<file path="src/sv/hgcd_pkg.sv">
package hgcd_pkg;

  // datapath widths
  localparam int ANGLE_W      = 34;
  localparam int WRAP_W       = 36;
  localparam int MAG_W        = 32;
  localparam int TRIG_W       = 34;
  localparam int PROD_W       = 2 * TRIG_W;
  localparam int A_W          = 31;
  localparam int ROOT_W       = 31;
  localparam int SQ_W         = 62;
  localparam int VZ_W         = 36;
  localparam int C_W          = 32;
  localparam int RADIUS_W     = 24;
  localparam int DIST_W       = 34;
  localparam int LANES        = 4;
  localparam int CORDIC_STEPS = 32;
  localparam int SQRT_STEPS   = 31;

  // angles in degrees with 25 fraction bits
  localparam logic signed [WRAP_W-1:0] FULL_TURN_Q25    = 36'sd12079595520;
  localparam logic signed [WRAP_W-1:0] HALF_TURN_Q25    = 36'sd6039797760;
  localparam logic signed [WRAP_W-1:0] QUARTER_TURN_Q25 = 36'sd3019898880;

  // pi/180 scaled by 2^32
  localparam logic [26:0] DEG_TO_RAD_Q32 = 27'd74961321;

  localparam logic signed [TRIG_W-1:0] CORDIC_GAIN_Q30 = 34'sd652032874;
  localparam logic [A_W-1:0]           ONE_Q30         = 31'd1073741824;
  localparam logic [C_W-1:0]           PI_Q30          = 32'd3373259426;
  localparam logic [VZ_W-1:0]          HALF_PI_Q30     = 36'd1686629713;
  localparam logic [DIST_W-1:0]        DIST_MAX_Q16    = 34'd13493037705;
  localparam logic [RADIUS_W-1:0]      RADIUS_RESET_Q8 = 24'd1630976;

  // arctan(2^-i) in radians, 30 fraction bits
  localparam logic [29:0] ATAN_Q30 [CORDIC_STEPS] = '{
    30'd843314856, 30'd497837829, 30'd263043836, 30'd133525158, 30'd67021686,
    30'd33543515, 30'd16775850, 30'd8388437, 30'd4194282, 30'd2097149,
    30'd1048575, 30'd524287, 30'd262143, 30'd131071, 30'd65535, 30'd32767,
    30'd16383, 30'd8191, 30'd4095, 30'd2047, 30'd1023, 30'd511, 30'd255,
    30'd127, 30'd63, 30'd31, 30'd15, 30'd8, 30'd4, 30'd2, 30'd1, 30'd0
  };

  // round a product of two q30 values back to q30
  function automatic logic signed [TRIG_W-1:0] round_q30(input logic signed [PROD_W-1:0] p);
    logic signed [PROD_W-1:0] t;
    t = (p + PROD_W'(64'sd536870912)) >>> 30;
    return t[TRIG_W-1:0];
  endfunction

endpackage

</file>
<file path="src/sv/hgcd_angle_prep.sv">
module hgcd_angle_prep (
  input  logic                                       clk_i,
  input  logic                                       rst_ni,
  input  logic                                       en_i,
  input  logic                                       valid_i,
  input  logic signed [hgcd_pkg::ANGLE_W-1:0]        angle_i [hgcd_pkg::LANES],
  output logic                                       valid_o,
  output logic signed [hgcd_pkg::TRIG_W-1:0]         z_o [hgcd_pkg::LANES],
  output logic [hgcd_pkg::LANES-1:0]                 flip_o
);

  logic                            valid_a_q;
  logic [hgcd_pkg::LANES-1:0]      neg_q;
  logic [hgcd_pkg::LANES-1:0]      flip_a_q;
  logic [hgcd_pkg::MAG_W-1:0]      mag_q [hgcd_pkg::LANES];
  logic                            valid_q;
  logic [hgcd_pkg::LANES-1:0]      flip_q;
  logic signed [hgcd_pkg::TRIG_W-1:0] z_q [hgcd_pkg::LANES];

  for (genvar l = 0; l < hgcd_pkg::LANES; l++) begin : g_lane
    logic signed [hgcd_pkg::WRAP_W-1:0] ext;
    logic signed [hgcd_pkg::WRAP_W-1:0] wrap;
    logic signed [hgcd_pkg::WRAP_W-1:0] fold;
    logic signed [hgcd_pkg::WRAP_W-1:0] absv;
    logic                               flip_d;
    logic [58:0]                        prod;
    logic [58:0]                        rnd;
    logic signed [hgcd_pkg::TRIG_W-1:0] zm;

    // reduce to one turn, then fold into the right half plane
    always_comb begin
      ext = hgcd_pkg::WRAP_W'(angle_i[l]);
      if (ext >= hgcd_pkg::HALF_TURN_Q25) begin
        wrap = ext - hgcd_pkg::FULL_TURN_Q25;
      end else if (ext < -hgcd_pkg::HALF_TURN_Q25) begin
        wrap = ext + hgcd_pkg::FULL_TURN_Q25;
      end else begin
        wrap = ext;
      end
      if (wrap > hgcd_pkg::QUARTER_TURN_Q25) begin
        fold   = hgcd_pkg::HALF_TURN_Q25 - wrap;
        flip_d = 1'b1;
      end else if (wrap < -hgcd_pkg::QUARTER_TURN_Q25) begin
        fold   = -hgcd_pkg::HALF_TURN_Q25 - wrap;
        flip_d = 1'b1;
      end else begin
        fold   = wrap;
        flip_d = 1'b0;
      end
      absv = fold[hgcd_pkg::WRAP_W-1] ? -fold : fold;
    end

    always_ff @(posedge clk_i) begin
      if (en_i) begin
        mag_q[l]    <= absv[hgcd_pkg::MAG_W-1:0];
        neg_q[l]    <= fold[hgcd_pkg::WRAP_W-1];
        flip_a_q[l] <= flip_d;
      end
    end

    // degrees to radians with rounding
    always_comb begin
      prod = 59'(mag_q[l]) * 59'(hgcd_pkg::DEG_TO_RAD_Q32);
      rnd  = prod + 59'(64'd67108864);
      zm   = hgcd_pkg::TRIG_W'(rnd[58:27]);
    end

    always_ff @(posedge clk_i) begin
      if (en_i) begin
        z_q[l]    <= neg_q[l] ? -zm : zm;
        flip_q[l] <= flip_a_q[l];
      end
    end

    assign z_o[l] = z_q[l];
  end

  // valid bits follow the data
  always_ff @(posedge clk_i or negedge rst_ni) begin
    if (!rst_ni) begin
      valid_a_q <= 1'b0;
      valid_q   <= 1'b0;
    end else if (en_i) begin
      valid_a_q <= valid_i;
      valid_q   <= valid_a_q;
    end
  end

  assign valid_o = valid_q;
  assign flip_o  = flip_q;

endmodule

</file>
<file path="config.mk">
export PLATFORM = sky130hd
export DESIGN_NAME = hgcd_angle_prep
export DESIGN_NICKNAME = d
export VERILOG_FILES = /design/src/sv/hgcd_pkg.sv /design/src/sv/hgcd_angle_prep.sv
export SDC_FILE = /design/constraint.sdc
export NUM_CORES = 2
export LEC_CHECK = 0
export BUFFER_PORTS_ARGS = -buffer_cell sky130_fd_sc_hd__buf_2
export CAP_MARGIN = 10
export CORE_UTILIZATION = 59
export CTS_CLUSTER_SIZE = 40
export DETAILED_ROUTE_END_ITERATION = 8
export GPL_TIMING_DRIVEN = 1
export PLACE_DENSITY = 0.88
export SYNTH_ARGS = -nofsm -noshare
export SYNTH_HDL_FRONTEND = slang
export SYNTH_SLANG_ARGS = --single-unit
</file>
<file path="constraint.sdc">
create_clock -name clk_i -period 10.5 [get_ports clk_i]
set_input_delay 0.525 -clock clk_i [delete_from_list [all_inputs] [get_ports clk_i]]
set_output_delay 0.525 -clock clk_i [all_outputs]
set_load 0.02 [all_outputs]
</file>
Yosys cells after proc, flatten, opt, wreduce, memory -nomap -nowiden
Memory sizes are Yosys's and may differ from the RTL's.
Index checks and enable logic that the tools add are counted.
{"block": "op_classes", "addsub": 28, "multipliers": 4, "n_lt_le_gt_ge": 16, "n_mux": 30}
{"op": "$mux W36", "n": 16}
{"op": "$sub A34 B36 Y36 const A", "n": 8}
{"op": "$add A59 B27 Y59 const B", "n": 4}
{"op": "$mul A32 B27 Y59 const B", "n": 4}
{"op": "$add A34 B35 Y36 const B", "n": 4}
{"op": "$gt A36 B33 Y1 const B", "n": 4}
{"op": "$lt A36 B33 Y1 const B", "n": 4}
{"op": "$sub A34 B35 Y36 const B", "n": 4}
{"op": "$ge A34 B34 Y1 const B", "n": 4}
{"op": "$lt A34 B34 Y1 const B", "n": 4}
{"op": "$mux W34", "n": 4}
{"op": "$neg A32 Y34", "n": 4}
{"op": "$mux W32", "n": 4}
{"op": "$neg A32 Y32", "n": 4}
{"op": "$mux W1", "n": 6}
{"block": "word_totals", "regBits": 14, "ramBits": 264, "out_inout_bits": 141, "elab_cells": 94, "n_memories": 2}
{"name": "z_q", "words": 4, "word_bits": 34, "read_ports": 4, "rd_ports_with_merged_regs": 0, "wr": 4, "line_no": "hgcd_angle_prep.sv:18", "rtl": "logic signed [hgcd_pkg::TRIG_W-1:0] z_q [hgcd_pkg::LANES];"}
{"name": "mag_q", "words": 4, "word_bits": 32, "read_ports": 4, "rd_ports_with_merged_regs": 0, "wr": 4, "line_no": "hgcd_angle_prep.sv:15", "rtl": "logic [hgcd_pkg::MAG_W-1:0] mag_q [hgcd_pkg::LANES];"}

Logic depth before layout (Yosys ltp)
{"block": "logic_depth", "ltp_word": 8, "mapped_depth": 28, "ltp_nobuf": 26}

Worst setup path after synthesis
No wires, ideal clock.
{"block": "synth_timing", "kind": "flip-flop to flip-flop", "start": "memory mag_q[2][4] in the netlist's numbering", "end": "memory z_q[2][29] in the netlist's numbering, data pin", "t_arrival_ps": 7736, "required_time_ps": 10237, "slack_ps": 2501, "path_stages_with_launch": 27, "n_path_buf": 1, "path_cell_list": "edfxtp_1 > inv_1 > fa_1 > inv_1 > fa_1 > fa_1 > inv_1 > fa_1 > inv_1 > fa_1 > fa_1 > inv_1 > fa_1 > inv_1 > ha_1 > clkbuf_1 > a21o_1 > a21boi_1 > a211o_1 > o21ai_1 > or4b_2 > and3_1 > or4_4 > or4b_4 > nand4b_4 > o41ai_2 > xnor2_1"}
{"element": "start, declared", "line_no": "hgcd_angle_prep.sv:15"}
{"element": "end, declared", "line_no": "hgcd_angle_prep.sv:18"}

==> results.yml <==
final_layout:
  fillCellCount: 11548
  seqCellArea_um2: 8338
  drive_above_1_share_pct: 4.977
  final_cell_area_um2: 89620
  fin_nets: 12079
  multiInputGateArea_um2: 67150
  area_growth_syn_to_layout_pct: 5.498
detailed_routing:
  drc_errors: 0
  viasPerCell: 5.883
  wl_per_cell_um: 21.52
  dr_total_vias: 65099
  ant_nets: 0
  wl_mm: 238.1
  drt_iter0_drc: 5222
  dr.pass1.iters: 8
grt:
  grt_first_pass_wirelength_mm: 377.6
  grt.total_usage_pct: 33.20
  gr-total-overflow: 0
  antenna_found_initial: 21
  grt_pass1_vias: 69222
  grt_busiest_layer: "met2"
  gr-usage-met1_pct: 42.42
  grt_max_degree: 137
  use_met3_pct: 5.801
  met2_usage_pct: 55.12
clock_network:
  clk_path_buf_depth: 3
  numClockSinks: 278
  tritoncts: "built"
  cts-hold-fix-buffers: 1
  insertion_delay_ps: 640
  cts_setup_buffers: 0
  clk_pin_slew_ps: 60
  cts_resized: 0
  cts_root_buf: "clkbuf_16"
  cts_made_buffers: 39
  cts_max_level: 2
sta:
  worst_pin_slew_ps: 1194
  tns_ps: 0
  slew_violations: 0
  clock_skew_ps: 31.05
  hold_violations: 0
  fmax_mhz: 107.2
  rsz0062_at_grt: "false"
  period_share_pct: 88.83
  relSlewSlack_pct: 19.36
  period_needed_ps: 9327
  setup_viol: 0
min_path:
  min_path_type: "primary input to flip-flop"
  min_to: "valid_a_q$_DFFE_PN0P_"
  hp-start: "valid_i"
  holdPathStages: 2
worst_setup_path:
  required_ps: 10880
  crit_top_cell: "fa_1"
  critPathSlowestCell: "a2111oi_1"
  cpPeakStageDelay_ps: 1060
  r2r_cells: 23
  rr_endpoint: "z_q[1][30]$_DFFE_PP_"
  crit_path_start_kind: "flip-flop"
  critPathKind: "flip-flop to flip-flop"
  r2r_slack_ps: 1170
  path_max_fanout: 10
  crit_path_cell_trace: "inv_1 > fa_1 > fa_1 > inv_1 > fa_1 > fa_1 > fa_1 > fa_1 > inv_1 > fa_1 > inv_1 > ha_1 > nand2_1 > nor2_1 > nand3_1 > a2111oi_1 > nor2_1 > a21boi_0 > or4_1 > nand2b_1 > or4_1 > o41ai_1 > xnor2_1"
  cp.arrival_ps: 9710
  endpoint_kind: "flip-flop"
  rr_startpoint: "mag_q[1][20]$_DFFE_PP_"
synthesis:
  syn-num-nets: 11914
  synth_warnings: 0
  synth_area_um2: 84950
  synth_commonest_cells: "inv_1, fa_1, ha_1"
  synth_seq_cells: 278
  synth_edf_count: 276
  ys_types: 103
  synth_top_cell_by_area: "fa_1"
  synth_area_leaders: "fa_1, ha_1, inv_1, edfxtp_1, xnor2_1"
  synth_ff_type: "edfxtp_1"
  yosysMostFrequentCell: "inv_1"
  yosys.area.top_type_share_pct: 34.73
  syn_area_per_cell_um2: 9.475
  synth_cells: 8966
  synthArstFlopShare_pct: 0.7194
  yosysSeqAreaShare_pct: 9.815
floorplan:
  io_pins: 281
  row_count: 138
  core_um2: 142300
  die_width_um: 381.5
  fp.dieArea_um2: 145500
  initial_core_util_pct: 59.71
  die_y_um: 381.5
place:
  port_buffers: 280
  dp_hpwl_mm: 207.1
  dpl-instance-area_um2: 88210
  gp_congestion: 1.050
status:
  status: "finished clean"
job:
  cap_violations: 0
cells by family (layout without fill, tap and decap cells):
logic type | Yosys count | in the layout | synth area share [%]
AND/OR/NAND/NOR | 1522 | 1522 | 9.020
adder cells (fa/ha/maj) | 2808 | 2808 | 54.38
flip-flops | 278 | 278 | 9.815
buffers and inverters | 2523 | 2719 | 11.18
other | 0 | 14 | 0
XOR/XNOR | 431 | 431 | 4.443
multiplexers | 36 | 36 | 0.4389
AO/OA/AOI/OAI | 1368 | 1368 | 10.72
layout by cell type (no fill, tap or decap), types with 26 or more instances in the layout:
master,count
inv_1,2348
fa_1,1474
ha_1,1334
nand2_1,390
nor2_1,345
a21oi_1,341
xnor2_1,281
buf_2,280
edfxtp_1,276
o21ai_0,275
xor2_1,150
nor3_1,138
nand3_1,120
nand4_1,86
a21o_1,76
o31ai_1,69
a211oi_1,66
or3_1,66
a31oi_1,64
o211ai_1,54
o21a_1,50
and3_1,48
nor4_1,48
and2_1,46
nand2b_1,40
clkbuf_16,39
nor2b_1,32
a211o_1,32
or2_2,30
o21bai_1,28
and4_1,27
mux2i_1,26
metrics by stage:
step | std cells | utilization [%] | worst slack (ps) | hold slack, ps
finish | 11066 | 62.99 | 1173 | 120.4
global route | 11065 | 62.99 | 809.9 | 107.6
CTS | 11051 | 62.96 | 1144 | 73.67
detailed placement | 10978 | 62.00 | 1157 | 312.5
global placement | 10978 | 62.00 | 1320 | 308.3
floorplan | 8966 | - | 2501 | 229.4
routing by layer:
metal | wire length, µm | vias to the layer above | part of all wire [%]
met4 | 12770 | 4 | 5.4
li1 | - | 29567 | -
met2 | 111700 | 2628 | 47
met5 | 27 | - | 0.011
met1 | 96030 | 32303 | 40
met3 | 17610 | 597 | 7.4
area by class of cell:
| type | count | area share, % |
|---|---|---|
| well taps | 1890 | 2.639 |
| flip-flops and latches | 278 | 9.303 |
| clock buffers | 41 | 1.097 |
| diodes | 14 | 0.03909 |
| clock inverters | 31 | 0.4216 |
| repair buffers | 297 | 1.731 |
| inverters | 2350 | 9.842 |
| multi-input cells | 6165 | 74.93 |
worst max-delay path: cells and delay by family (launching register included):
family | cells | cell delay [ps]
compound gates | 3 | 1750
flops | 1 | 650
xor+xnor | 1 | 100
simple gates | 7 | 2150
fa+ha+maj | 8 | 4050
buf+inv | 4 | 350
registers in the layout (all words and copies together), names as in the netlist:
signal,count
neg_q,4
valid_o,1
flip_a_q,4
z_q,136
flip_o,4
mag_q,128
valid_a_q,1
worst max path at each step:
stage	from	end	slack, ps
3_3_place_gp	mag_q[1][12]$_DFFE_PP_	z_q[1][30]$_DFFE_PP_	1320
2_1_floorplan	mag_q[2][4]$_DFFE_PP_	z_q[2][29]$_DFFE_PP_	2500
3_5_place_dp	mag_q[1][12]$_DFFE_PP_	z_q[1][30]$_DFFE_PP_	1160
6_report	mag_q[1][20]$_DFFE_PP_	z_q[1][30]$_DFFE_PP_	1170
4_1_cts	mag_q[1][12]$_DFFE_PP_	z_q[1][30]$_DFFE_PP_	1140
5_1_grt	mag_q[1][12]$_DFFE_PP_	z_q[1][30]$_DFFE_PP_	810
Power is not shown: default switching activity piles up to over one toggle a cycle in this logic, so the estimate is an artifact.
